File: src/design/boed_pkg.sv
// shared constants and types of the box overlap enter/exit detector
// no dependencies; used by the interfaces, controller, datapath and checker
package boed_pkg;

	localparam int REQ_W   = 2;
	localparam int RAD_W   = 16;
	localparam int FIELD_W = 16;
	localparam int IDX_W   = 3;

	localparam logic [REQ_W-1:0] REQ_LOAD_A  = 2'd0;
	localparam logic [REQ_W-1:0] REQ_LOAD_B  = 2'd1;
	localparam logic [REQ_W-1:0] REQ_PROCESS = 2'd2;

	typedef logic [IDX_W-1:0] idx_t;

	typedef struct packed {
		logic wr_a;
		logic wr_b;
		idx_t wr_idx;
		logic tok_vld;
		logic tok_end;
		idx_t pair_i;
		idx_t pair_j;
		logic ovf;
	} cmd_t;

	typedef struct packed {
		logic adv;
		logic done;
	} sts_t;

endpackage

File: src/design/boed_req_if.sv
// request channel of the detector: loads and process commands
// depends on boed_pkg
interface boed_req_if;
	logic                                valid;
	logic                                ready;
	logic        [boed_pkg::REQ_W-1:0]   req_type;
	logic        [boed_pkg::RAD_W-1:0]   radius;
	logic                                start_present;
	logic signed [boed_pkg::FIELD_W-1:0] start_x;
	logic signed [boed_pkg::FIELD_W-1:0] start_y;
	logic signed [boed_pkg::FIELD_W-1:0] start_z;
	logic                                end_present;
	logic signed [boed_pkg::FIELD_W-1:0] end_x;
	logic signed [boed_pkg::FIELD_W-1:0] end_y;
	logic signed [boed_pkg::FIELD_W-1:0] end_z;

	modport source (
		output valid, req_type, radius, start_present, start_x, start_y, start_z,
		output end_present, end_x, end_y, end_z,
		input  ready
	);
	modport sink (
		input  valid, req_type, radius, start_present, start_x, start_y, start_z,
		input  end_present, end_x, end_y, end_z,
		output ready
	);
endinterface

File: src/design/boed_evt_if.sv
// event channel of the detector: a single no-event beat if no pair gives one, else one beat per enter/exit event
// depends on boed_pkg
interface boed_evt_if;
	logic                       valid;
	logic                       ready;
	logic                       event_valid;
	logic                       exit_event;
	logic [boed_pkg::IDX_W-1:0] index_a;
	logic [boed_pkg::IDX_W-1:0] index_b;
	logic                       overflow;
	logic                       last;

	modport source (
		output valid, event_valid, exit_event, index_a, index_b, overflow, last,
		input  ready
	);
	modport sink (
		input  valid, event_valid, exit_event, index_a, index_b, overflow, last,
		output ready
	);
endinterface

File: src/design/boed_ctrl.sv
// controller: list fill counts, drop flag and the pair walker state machine
// depends on boed_pkg; drives the datapath through boed_pkg::cmd_t
module boed_ctrl #(
	parameter int LIST_DEPTH = 8
) (
	input  logic                       clk,
	input  logic                       arst_n,
	input  logic                       req_valid,
	input  logic [boed_pkg::REQ_W-1:0] req_type,
	output logic                       req_ready,
	output boed_pkg::cmd_t             cmd,
	input  boed_pkg::sts_t             sts
);

	localparam int CNTW = $clog2(LIST_DEPTH + 1);
	localparam int IW   = (LIST_DEPTH > 1) ? $clog2(LIST_DEPTH) : 1;

	typedef enum logic [1:0] {
		ST_IDLE,
		ST_WALK,
		ST_END,
		ST_DRAIN
	} state_t;

	state_t          state_q;
	logic [CNTW-1:0] a_cnt_q;
	logic [CNTW-1:0] b_cnt_q;
	logic            drop_q;
	logic [IW-1:0]   i_q;
	logic [IW-1:0]   j_q;

	logic accept;
	logic empty;
	logic a_full;
	logic b_full;
	logic i_last;
	logic j_last;

	assign req_ready = (state_q == ST_IDLE);
	assign accept    = req_valid && req_ready;
	assign empty     = (a_cnt_q == '0) || (b_cnt_q == '0);
	assign a_full    = (a_cnt_q == CNTW'(LIST_DEPTH));
	assign b_full    = (b_cnt_q == CNTW'(LIST_DEPTH));
	assign i_last    = (CNTW'(i_q) == a_cnt_q - CNTW'(1));
	assign j_last    = (CNTW'(j_q) == b_cnt_q - CNTW'(1));

	always_comb begin
		cmd.wr_a    = accept && (req_type == boed_pkg::REQ_LOAD_A) && !a_full;
		cmd.wr_b    = accept && (req_type == boed_pkg::REQ_LOAD_B) && !b_full;
		cmd.wr_idx  = (req_type == boed_pkg::REQ_LOAD_A) ? boed_pkg::idx_t'(a_cnt_q)
			: boed_pkg::idx_t'(b_cnt_q);
		cmd.tok_vld = (state_q == ST_WALK) || (state_q == ST_END);
		cmd.tok_end = (state_q == ST_END) || ((state_q == ST_WALK) && empty);
		cmd.pair_i  = boed_pkg::idx_t'(i_q);
		cmd.pair_j  = boed_pkg::idx_t'(j_q);
		cmd.ovf     = drop_q;
	end

	always_ff @(posedge clk or negedge arst_n) begin
		if (!arst_n) begin
			state_q <= ST_IDLE;
			a_cnt_q <= '0;
			b_cnt_q <= '0;
			drop_q  <= 1'b0;
			i_q     <= '0;
			j_q     <= '0;
		end else begin
			case (state_q)
				ST_IDLE: begin
					if (accept) begin
						case (req_type)
							boed_pkg::REQ_LOAD_A: begin
								if (a_full) drop_q <= 1'b1;
								else a_cnt_q <= a_cnt_q + CNTW'(1);
							end
							boed_pkg::REQ_LOAD_B: begin
								if (b_full) drop_q <= 1'b1;
								else b_cnt_q <= b_cnt_q + CNTW'(1);
							end
							boed_pkg::REQ_PROCESS: begin
								state_q <= ST_WALK;
								i_q     <= '0;
								j_q     <= '0;
							end
							default: ;
						endcase
					end
				end
				ST_WALK: begin
					if (sts.adv) begin
						if (empty) begin
							state_q <= ST_DRAIN;
						end else if (j_last) begin
							j_q <= '0;
							if (i_last) state_q <= ST_END;
							else i_q <= i_q + IW'(1);
						end else begin
							j_q <= j_q + IW'(1);
						end
					end
				end
				ST_END: begin
					if (sts.adv) state_q <= ST_DRAIN;
				end
				ST_DRAIN: begin
					if (sts.done) begin
						a_cnt_q <= '0;
						b_cnt_q <= '0;
						drop_q  <= 1'b0;
						state_q <= ST_IDLE;
					end
				end
				default: state_q <= ST_IDLE;
			endcase
		end
	end

endmodule

File: src/design/boed_dp.sv
// datapath: movement lists, three-stage pair test pipeline, held event and output register
// depends on boed_pkg and boed_evt_if; commanded by boed_ctrl
module boed_dp #(
	parameter int LIST_DEPTH  = 8,
	parameter int COORD_WIDTH = 16
) (
	input  logic                                clk,
	input  logic                                arst_n,
	input  boed_pkg::cmd_t                      cmd,
	output boed_pkg::sts_t                      sts,
	input  logic        [boed_pkg::RAD_W-1:0]   radius,
	input  logic                                start_present,
	input  logic signed [boed_pkg::FIELD_W-1:0] start_x,
	input  logic signed [boed_pkg::FIELD_W-1:0] start_y,
	input  logic signed [boed_pkg::FIELD_W-1:0] start_z,
	input  logic                                end_present,
	input  logic signed [boed_pkg::FIELD_W-1:0] end_x,
	input  logic signed [boed_pkg::FIELD_W-1:0] end_y,
	input  logic signed [boed_pkg::FIELD_W-1:0] end_z,
	boed_evt_if.source                          evt
);

	localparam int CW   = COORD_WIDTH;
	localparam int PW   = 1 + 3 * CW;
	localparam int IW   = (LIST_DEPTH > 1) ? $clog2(LIST_DEPTH) : 1;
	localparam int RSW  = boed_pkg::RAD_W + 1;
	localparam int CMPW = (CW + 2 > RSW + 1) ? CW + 2 : RSW + 1;

	// field bits above the coordinate width are ignored, sign taken from bit CW-1
	function automatic logic [CW-1:0] cvt(input logic [boed_pkg::FIELD_W-1:0] v);
		logic [31:0] ext;
		ext = {{(32 - boed_pkg::FIELD_W){1'b0}}, v};
		return ext[CW-1:0];
	endfunction

	function automatic logic [CW:0] abs_diff(input logic [CW-1:0] a, input logic [CW-1:0] b);
		logic [CW:0] d;
		d = {a[CW-1], a} - {b[CW-1], b};
		return d[CW] ? (~d + (CW+1)'(1)) : d;
	endfunction

	// list storage, no reset
	logic [boed_pkg::RAD_W-1:0] a_rad_q [LIST_DEPTH];
	logic [PW-1:0]              a_st_q  [LIST_DEPTH];
	logic [PW-1:0]              a_en_q  [LIST_DEPTH];
	logic [boed_pkg::RAD_W-1:0] b_rad_q [LIST_DEPTH];
	logic [PW-1:0]              b_st_q  [LIST_DEPTH];
	logic [PW-1:0]              b_en_q  [LIST_DEPTH];

	logic [PW-1:0] wr_st;
	logic [PW-1:0] wr_en;

	logic                       tok_vld_s1, tok_end_s1;
	logic [IW-1:0]              i_s1, j_s1;
	logic [boed_pkg::RAD_W-1:0] ar_s1, br_s1;
	logic [PW-1:0]              ast_s1, aen_s1, bst_s1, ben_s1;

	logic                       tok_vld_s2, tok_end_s2;
	logic [IW-1:0]              i_s2, j_s2;
	logic [RSW-1:0]             rsum_s2;
	logic                       st_pres_s2, en_pres_s2;
	logic [CW:0]                st_dx_s2, st_dy_s2, st_dz_s2;
	logic [CW:0]                en_dx_s2, en_dy_s2, en_dz_s2;

	logic                       pend_vld_q;
	logic                       pend_exit_q;
	logic [IW-1:0]              pend_i_q, pend_j_q;

	logic                       out_vld_q;
	logic                       out_ev_q, out_exit_q, out_ovf_q, out_last_q;
	logic [boed_pkg::IDX_W-1:0] out_ia_q, out_ib_q;

	logic            adv;
	logic [CMPW-1:0] rs;
	logic            st_in, en_in;
	logic            is_event, is_end;

	assign wr_st = {start_present, cvt(start_x), cvt(start_y), cvt(start_z)};
	assign wr_en = {end_present, cvt(end_x), cvt(end_y), cvt(end_z)};

	always_ff @(posedge clk) begin
		if (cmd.wr_a) begin
			a_rad_q[cmd.wr_idx[IW-1:0]] <= radius;
			a_st_q[cmd.wr_idx[IW-1:0]]  <= wr_st;
			a_en_q[cmd.wr_idx[IW-1:0]]  <= wr_en;
		end
		if (cmd.wr_b) begin
			b_rad_q[cmd.wr_idx[IW-1:0]] <= radius;
			b_st_q[cmd.wr_idx[IW-1:0]]  <= wr_st;
			b_en_q[cmd.wr_idx[IW-1:0]]  <= wr_en;
		end
	end

	assign adv = !out_vld_q || evt.ready;
	assign sts = '{adv: adv, done: adv && tok_vld_s2 && tok_end_s2};

	// stage 1: read the pair
	always_ff @(posedge clk) begin
		if (adv) begin
			tok_end_s1 <= cmd.tok_end;
			i_s1       <= cmd.pair_i[IW-1:0];
			j_s1       <= cmd.pair_j[IW-1:0];
			ar_s1      <= a_rad_q[cmd.pair_i[IW-1:0]];
			br_s1      <= b_rad_q[cmd.pair_j[IW-1:0]];
			ast_s1     <= a_st_q[cmd.pair_i[IW-1:0]];
			aen_s1     <= a_en_q[cmd.pair_i[IW-1:0]];
			bst_s1     <= b_st_q[cmd.pair_j[IW-1:0]];
			ben_s1     <= b_en_q[cmd.pair_j[IW-1:0]];
		end
	end

	// stage 2: radius sum and absolute distances
	always_ff @(posedge clk) begin
		if (adv) begin
			tok_end_s2 <= tok_end_s1;
			i_s2       <= i_s1;
			j_s2       <= j_s1;
			rsum_s2    <= RSW'(ar_s1) + RSW'(br_s1);
			st_pres_s2 <= ast_s1[PW-1] && bst_s1[PW-1];
			en_pres_s2 <= aen_s1[PW-1] && ben_s1[PW-1];
			st_dx_s2   <= abs_diff(ast_s1[3*CW-1:2*CW], bst_s1[3*CW-1:2*CW]);
			st_dy_s2   <= abs_diff(ast_s1[2*CW-1:CW], bst_s1[2*CW-1:CW]);
			st_dz_s2   <= abs_diff(ast_s1[CW-1:0], bst_s1[CW-1:0]);
			en_dx_s2   <= abs_diff(aen_s1[3*CW-1:2*CW], ben_s1[3*CW-1:2*CW]);
			en_dy_s2   <= abs_diff(aen_s1[2*CW-1:CW], ben_s1[2*CW-1:CW]);
			en_dz_s2   <= abs_diff(aen_s1[CW-1:0], ben_s1[CW-1:0]);
		end
	end

	always_ff @(posedge clk or negedge arst_n) begin
		if (!arst_n) begin
			tok_vld_s1 <= 1'b0;
			tok_vld_s2 <= 1'b0;
		end else if (adv) begin
			tok_vld_s1 <= cmd.tok_vld;
			tok_vld_s2 <= tok_vld_s1;
		end
	end

	// stage 3: inside tests, event selection
	always_comb begin
		rs       = CMPW'(rsum_s2);
		st_in    = st_pres_s2 && (CMPW'(st_dx_s2) < rs) && (CMPW'(st_dy_s2) < rs)
			&& (CMPW'({st_dz_s2, 1'b0}) < rs);
		en_in    = en_pres_s2 && (CMPW'(en_dx_s2) < rs) && (CMPW'(en_dy_s2) < rs)
			&& (CMPW'({en_dz_s2, 1'b0}) < rs);
		is_event = tok_vld_s2 && !tok_end_s2 && (st_in != en_in);
		is_end   = tok_vld_s2 && tok_end_s2;
	end

	// an event is held until the next event or the end token shows whether it is the last
	always_ff @(posedge clk or negedge arst_n) begin
		if (!arst_n) begin
			pend_vld_q <= 1'b0;
			out_vld_q  <= 1'b0;
		end else if (adv) begin
			out_vld_q <= 1'b0;
			if (is_event) begin
				pend_vld_q <= 1'b1;
				if (pend_vld_q) out_vld_q <= 1'b1;
			end else if (is_end) begin
				pend_vld_q <= 1'b0;
				out_vld_q  <= 1'b1;
			end
		end
	end

	always_ff @(posedge clk) begin
		if (adv) begin
			if (is_event) begin
				pend_exit_q <= st_in;
				pend_i_q    <= i_s2;
				pend_j_q    <= j_s2;
			end
			if (is_event || is_end) begin
				out_ev_q   <= pend_vld_q;
				out_exit_q <= pend_vld_q && pend_exit_q;
				out_ia_q   <= pend_vld_q ? boed_pkg::idx_t'(pend_i_q) : '0;
				out_ib_q   <= pend_vld_q ? boed_pkg::idx_t'(pend_j_q) : '0;
				out_ovf_q  <= cmd.ovf;
				out_last_q <= is_end;
			end
		end
	end

	assign evt.valid       = out_vld_q;
	assign evt.event_valid = out_ev_q;
	assign evt.exit_event  = out_exit_q;
	assign evt.index_a     = out_ia_q;
	assign evt.index_b     = out_ib_q;
	assign evt.overflow    = out_ovf_q;
	assign evt.last        = out_last_q;

endmodule

File: src/design/box_overlap_enter_exit_detector.sv
// Box overlap enter/exit detector, top level.
//
// Channels: req (boed_req_if sink) takes load and process beats, evt
// (boed_evt_if source) gives event beats. A beat moves when valid and ready
// are both high at a rising edge of clk.
// A load beat (group A or B) gives no event; a load
// into a full list is dropped and raises overflow on the next process.
// A process beat walks every stored A-B pair, one pair per cycle unless evt
// stalls, through a three-stage test pipeline, and gives one beat per pair
// whose start and end inside states differ, or a single beat with event_valid
// low; last marks the final beat. Each event is held until the next event or
// the end of the walk shows whether it is the last.
// req.ready is low from a process beat until its last event beat is loaded
// into the output register; loads are taken one per cycle otherwise, also
// while an event beat still waits at evt.
// A stall on evt freezes the whole pair pipeline and the walker.
// Reset (arst_n low) empties both lists, clears the drop flag and the output.
// Depends on boed_pkg, boed_req_if, boed_evt_if, boed_ctrl and boed_dp.
module box_overlap_enter_exit_detector #(
	parameter int LIST_DEPTH  = 8,
	parameter int COORD_WIDTH = 16
) (
	input  logic     clk,
	input  logic     arst_n,
	boed_req_if.sink req,
	boed_evt_if.source evt
);

	boed_pkg::cmd_t cmd;
	boed_pkg::sts_t sts;
	logic           ready;

	assign req.ready = ready;

	boed_ctrl #(
		.LIST_DEPTH (LIST_DEPTH)
	) u_ctrl (
		.clk       (clk),
		.arst_n    (arst_n),
		.req_valid (req.valid),
		.req_type  (req.req_type),
		.req_ready (ready),
		.cmd       (cmd),
		.sts       (sts)
	);

	boed_dp #(
		.LIST_DEPTH  (LIST_DEPTH),
		.COORD_WIDTH (COORD_WIDTH)
	) u_dp (
		.clk           (clk),
		.arst_n        (arst_n),
		.cmd           (cmd),
		.sts           (sts),
		.radius        (req.radius),
		.start_present (req.start_present),
		.start_x       (req.start_x),
		.start_y       (req.start_y),
		.start_z       (req.start_z),
		.end_present   (req.end_present),
		.end_x         (req.end_x),
		.end_y         (req.end_y),
		.end_z         (req.end_z),
		.evt           (evt)
	);

endmodule

File: src/flat_wrapper.sv
// flat-port wrapper written by rule: the top's interface ports become plain ports
module box_overlap_enter_exit_detector_flat 
#(
	parameter int LIST_DEPTH  = 8,
	parameter int COORD_WIDTH = 16
)
  (clk, arst_n, req_valid, req_req_type, req_radius, req_start_present, req_start_x, req_start_y, req_start_z, req_end_present, req_end_x, req_end_y, req_end_z, req_ready, evt_valid, evt_event_valid, evt_exit_event, evt_index_a, evt_index_b, evt_overflow, evt_last, evt_ready);
  boed_req_if req_i ();
  boed_evt_if evt_i ();
  input  logic clk;
  input  logic arst_n;
  input wire logic [$bits(req_i.valid)-1:0] req_valid;
  input wire logic [$bits(req_i.req_type)-1:0] req_req_type;
  input wire logic [$bits(req_i.radius)-1:0] req_radius;
  input wire logic [$bits(req_i.start_present)-1:0] req_start_present;
  input wire logic [$bits(req_i.start_x)-1:0] req_start_x;
  input wire logic [$bits(req_i.start_y)-1:0] req_start_y;
  input wire logic [$bits(req_i.start_z)-1:0] req_start_z;
  input wire logic [$bits(req_i.end_present)-1:0] req_end_present;
  input wire logic [$bits(req_i.end_x)-1:0] req_end_x;
  input wire logic [$bits(req_i.end_y)-1:0] req_end_y;
  input wire logic [$bits(req_i.end_z)-1:0] req_end_z;
  output wire logic [$bits(req_i.ready)-1:0] req_ready;
  output wire logic [$bits(evt_i.valid)-1:0] evt_valid;
  output wire logic [$bits(evt_i.event_valid)-1:0] evt_event_valid;
  output wire logic [$bits(evt_i.exit_event)-1:0] evt_exit_event;
  output wire logic [$bits(evt_i.index_a)-1:0] evt_index_a;
  output wire logic [$bits(evt_i.index_b)-1:0] evt_index_b;
  output wire logic [$bits(evt_i.overflow)-1:0] evt_overflow;
  output wire logic [$bits(evt_i.last)-1:0] evt_last;
  input wire logic [$bits(evt_i.ready)-1:0] evt_ready;
  assign req_i.valid = req_valid;
  assign req_i.req_type = req_req_type;
  assign req_i.radius = req_radius;
  assign req_i.start_present = req_start_present;
  assign req_i.start_x = req_start_x;
  assign req_i.start_y = req_start_y;
  assign req_i.start_z = req_start_z;
  assign req_i.end_present = req_end_present;
  assign req_i.end_x = req_end_x;
  assign req_i.end_y = req_end_y;
  assign req_i.end_z = req_end_z;
  assign req_ready = req_i.ready;
  assign evt_valid = evt_i.valid;
  assign evt_event_valid = evt_i.event_valid;
  assign evt_exit_event = evt_i.exit_event;
  assign evt_index_a = evt_i.index_a;
  assign evt_index_b = evt_i.index_b;
  assign evt_overflow = evt_i.overflow;
  assign evt_last = evt_i.last;
  assign evt_i.ready = evt_ready;
  box_overlap_enter_exit_detector #(.LIST_DEPTH(LIST_DEPTH), .COORD_WIDTH(COORD_WIDTH)) u_core (.clk(clk), .arst_n(arst_n), .req(req_i), .evt(evt_i));
endmodule
File: config.mk
export PLATFORM = sky130hd
export DESIGN_NAME = box_overlap_enter_exit_detector_flat
export DESIGN_NICKNAME = d
export VERILOG_FILES = /design/src/design/boed_pkg.sv /design/src/design/boed_req_if.sv /design/src/design/boed_evt_if.sv /design/src/design/boed_ctrl.sv /design/src/design/boed_dp.sv /design/src/design/box_overlap_enter_exit_detector.sv /design/src/flat_wrapper.sv
export SDC_FILE = /design/constraint.sdc
export NUM_CORES = 2
export LEC_CHECK = 0
export ABC_CLOCK_PERIOD_IN_PS = 10430
export BUFFER_PORTS_ARGS = -buffer_cell sky130_fd_sc_hd__buf_2
export CORE_AREA = 4 4 538 540
export CTS_BUF_LIST = sky130_fd_sc_hd__clkbuf_16
export CTS_CLUSTER_DIAMETER = 50
export DETAILED_ROUTE_END_ITERATION = 10
export DIE_AREA = 0 0 542 544
export MAX_ROUTING_LAYER = met4
export PLACE_DENSITY = 0.43
export SYNTH_ARGS = -nofsm -noshare
export SYNTH_HDL_FRONTEND = slang
export SYNTH_SLANG_ARGS = --single-unit
export TNS_END_PERCENT = 20
File: constraint.sdc
create_clock -name clk -period 10.43 [get_ports clk]
set_input_delay 2.086 -clock clk [delete_from_list [all_inputs] [get_ports clk]]
set_output_delay 2.086 -clock clk [all_outputs]
set_load 0.01 [all_outputs]
==> flow_metrics.tcl <==
set metrics [dict create \
    status "finished, final reports clean" \
    nFillCells 26035 \
    synthFlopType "edfxtp_1" \
    cts-root-buf "clkbuf_16" \
    fp-row-count 196 \
    tightest_slew_ns 1.25 \
    clock_latency_ns 0.88 \
    grt_first_pass_wirelength_mm 333 \
    dpl_cell_area_sq_um 96300 \
    die_w_um 542 \
    arrival_ns 5.37 \
    finalPower_mw 32.3 \
    rsz0062_at_grt "false" \
    drt_pass1_iterations 5 \
    io_buffers 131 \
    synthTopCellsByArea "edfxtp_1 (73%), mux4_2 (11%), ha_1 (3.1%)" \
    min_from "u_core.u_dp.i_s2[0]" \
    grt_max_degree 138 \
    clk_path_buf_depth 4 \
    slew_headroom_pct 16.0 \
    dp_hpwl_mm 136 \
    dieArea_sq_um 295000 \
    clk_pin_slew_ns 0.05 \
    fin_nets 5260 \
    synth_edf_count 2204 \
    syn-num-nets 4909 \
    wl_per_cell_um 26.0 \
    worstSetupEndpointType "flip-flop" \
    peakVddDrop_mv 0.153 \
    power.density_nw_per_um2 304 \
    finClkSkew_ns 0.0647 \
    viasPerCell 4.91 \
    start_kind "input pin" \
    async_flop_share_pct 0.944 \
    yosys.area.top_type "edfxtp_1" \
    grt_overflow 0 \
    drv_slew 0 \
    netlist.area_leader.share_pct 73.0 \
    post_cts_resized 0 \
    cts_setup_buffers 0 \
    hold_viol 0 \
    routed_wl_mm 232 \
    drtIter0Drc 3166 \
    syn_area_per_cell_sq_um 19.9 \
    syn_to_final_growth_pct 17.2 \
    initial_core_util_pct 31.9 \
    cts_tree "done" \
    drive_above_1_share_pct 27.3 \
    placed_cells 8370 \
    final_util_pct 37.3 \
    synth-seq-cells 2225 \
    r2r-start "u_core.u_dp.rsum_s2[10]" \
    cts.sinks 2225 \
    grt_usage_pct 15.9 \
    setup_ws_ns 5.55 \
    layout.cells.non_filler 8920 \
    power_leakage_nw 34.8 \
    ctsHoldBuffers 0 \
    synth-warning-count 0 \
    syn_area_sq_um 90600 \
    crit_required_ns 10.92 \
    final_cell_area_sq_um 106000 \
    crit_type "input pin to flip-flop" \
    fin_crit_ns 4.88 \
    ys_types 85 \
    hold_path.class "flip-flop to flip-flop" \
    design.core.area_sq_um 284000 \
    hold_ws_ns 0.416 \
    cts_buffers 299 \
    post-place-ws_ns 4.64 \
    post-route-period-util_pct 46.8 \
    vias 43788 \
    grt_pass1_vias 45191 \
    h-tree-depth 5 \
    drcViolationCount 0 \
    tns_ns 0 \
    max_freq_ghz 0.205 \
    cp-startpoint "req_req_type[1]" \
    report.final.setup_viol 0 \
    die_y_um 544 \
    gp_congestion 0.771 \
    max_cap_violations 0 \
    ant_nets 0 \
    io_pins 132 \
    synthCells 4558 \
    antenna_found_initial 21 \
    seq_area_frac_synth_pct 73.6 \
    critical_path.max_fanout 47 \
]
==> where the power goes <==
| part | switching (mW) | internal [mW] |
|---|---|---|
| clock network | 3.96 | 6.16 |
| registers | 0.564 | 11.3 |
| logic | 6.03 | 4.26 |
| total | 10.6 | 21.7 |
==> Yosys cell counts (8+ instances only) <==
master and instances:
mux4_2 456, a21oi_1 111, or2_2 14, and2_1 25, inv_1 184, nand2_1 97, clkbuf_1 90, xor2_1 60
xnor2_1 111, o21a_1 24, a31oi_1 27, nor2b_1 33, dfrtp_1 21, ha_1 224, or3_1 8, mux2_2 233
buf_1 54, o21ai_0 88, a2111oi_0 11, nand2b_1 24, edfxtp_1 2204, and3_1 15, nor3_1 30, o21bai_1 12
nand4_1 13, a21o_1 33, nand3_1 34, a211oi_1 23, o211ai_1 15, nor2_1 131
==> cells in the final DEF (no fill, tap or decap), drive strengths merged, types with 9 or more instances in the layout <==
cell / n
a21oi: 111
nand3: 34
o21a: 24
dfrtp: 21
xnor2: 111
o211ai: 15
a21o: 33
clkinvlp: 27
and2: 25
nor4: 9
and3: 15
a211oi: 24
ha: 224
diode: 12
clkinv: 100
xor2: 60
edfxtp: 2204
nand4: 13
a2111oi: 14
clkbuf: 304
inv: 259
mux4: 456
nor3: 30
a31oi: 27
o21ai: 97
o21bai: 12
bufinv: 32
mux2: 233
nand2: 97
or2: 14
nor2b: 33
nand2b: 24
buf: 199
nor2: 131
==> state kept, by name, indices dropped and copies added, names as in the netlist, 17 cells and up <==
register / cells
u_core.u_dp.rsum_s2: 17
u_core.u_dp.aen_s1: 49
u_core.u_dp.a_en_q: 392
u_core.u_dp.st_dy_s2: 17
u_core.u_dp.en_dy_s2: 17
u_core.u_dp.b_en_q: 392
u_core.u_dp.st_dx_s2: 17
u_core.u_dp.a_rad_q: 128
u_core.u_dp.en_dx_s2: 17
u_core.u_dp.en_dz_s2: 17
u_core.u_dp.a_st_q: 392
u_core.u_dp.ast_s1: 49
u_core.u_dp.bst_s1: 49
u_core.u_dp.b_st_q: 392
u_core.u_dp.st_dz_s2: 17
u_core.u_dp.b_rad_q: 128
u_core.u_dp.ben_s1: 49
==> routing by layer <==
| metal | share of wire, % | wire length (um) | vias to the layer above | track usage (%) |
|---|---|---|---|---|
| li1 | - | - | 19377 | - |
| met4 | 2.0 | 4690 | 0 | 3.55 |
| met1 | 46 | 106000 | 23195 | 21.7 |
| met2 | 48 | 112000 | 879 | 25.7 |
| met5 | 0 | 0 | - | - |
| met3 | 3.9 | 8990 | 337 | 2.13 |
==> final cells by class <==
class                      instances  area (sq um)  share of cell area (%)
antenna                           12          30.0                  0.0283
clock buffer                     304          7610                    7.16
clock inverter                   234          2280                    2.15
inverter                         184           694                   0.654
multi-input combinational       2000         22800                    21.5
sequential                      2225         66700                    62.8
tap                             3762          4710                    4.43
timing repair buffer             199          1350                    1.27
==> critical path: stages <==
cell and delay [ns]:
buf_2 0.13, or2_2 0.39, a21oi_1 0.35, nand4b_1 0.49, nor2_4 0.66, buf_4 0.43, buf_4 0.67
==> final timing paths <==
check | end | slack, ns | cells after the start
min in group asynchronous | u_core.u_ctrl.a_cnt_q[1] | 1.24 | 1
worst min register to register | u_core.u_dp.pend_i_q[0] | 0.42 | 0
worst max register to register | u_core.u_dp.evt.event_valid | 6.06 | 10
max in group asynchronous | u_core.u_ctrl.i_q[0] | 8.79 | 1
worst max-delay path | u_core.u_dp.a_st_q[1][22] | 5.55 | 7
worst min-delay path | u_core.u_dp.pend_i_q[0] | 0.42 | 0
==> cells by family after synthesis <==
kind of cell | share of synthesized area (%)
buf+inv | 1.39
mux | 14.3
compound gates | 3.24
xor+xnor | 1.65
simple gates | 2.60
flops | 73.6
fa+ha+maj | 3.25
No activity file was read; power rests on OpenSTA's default activity.
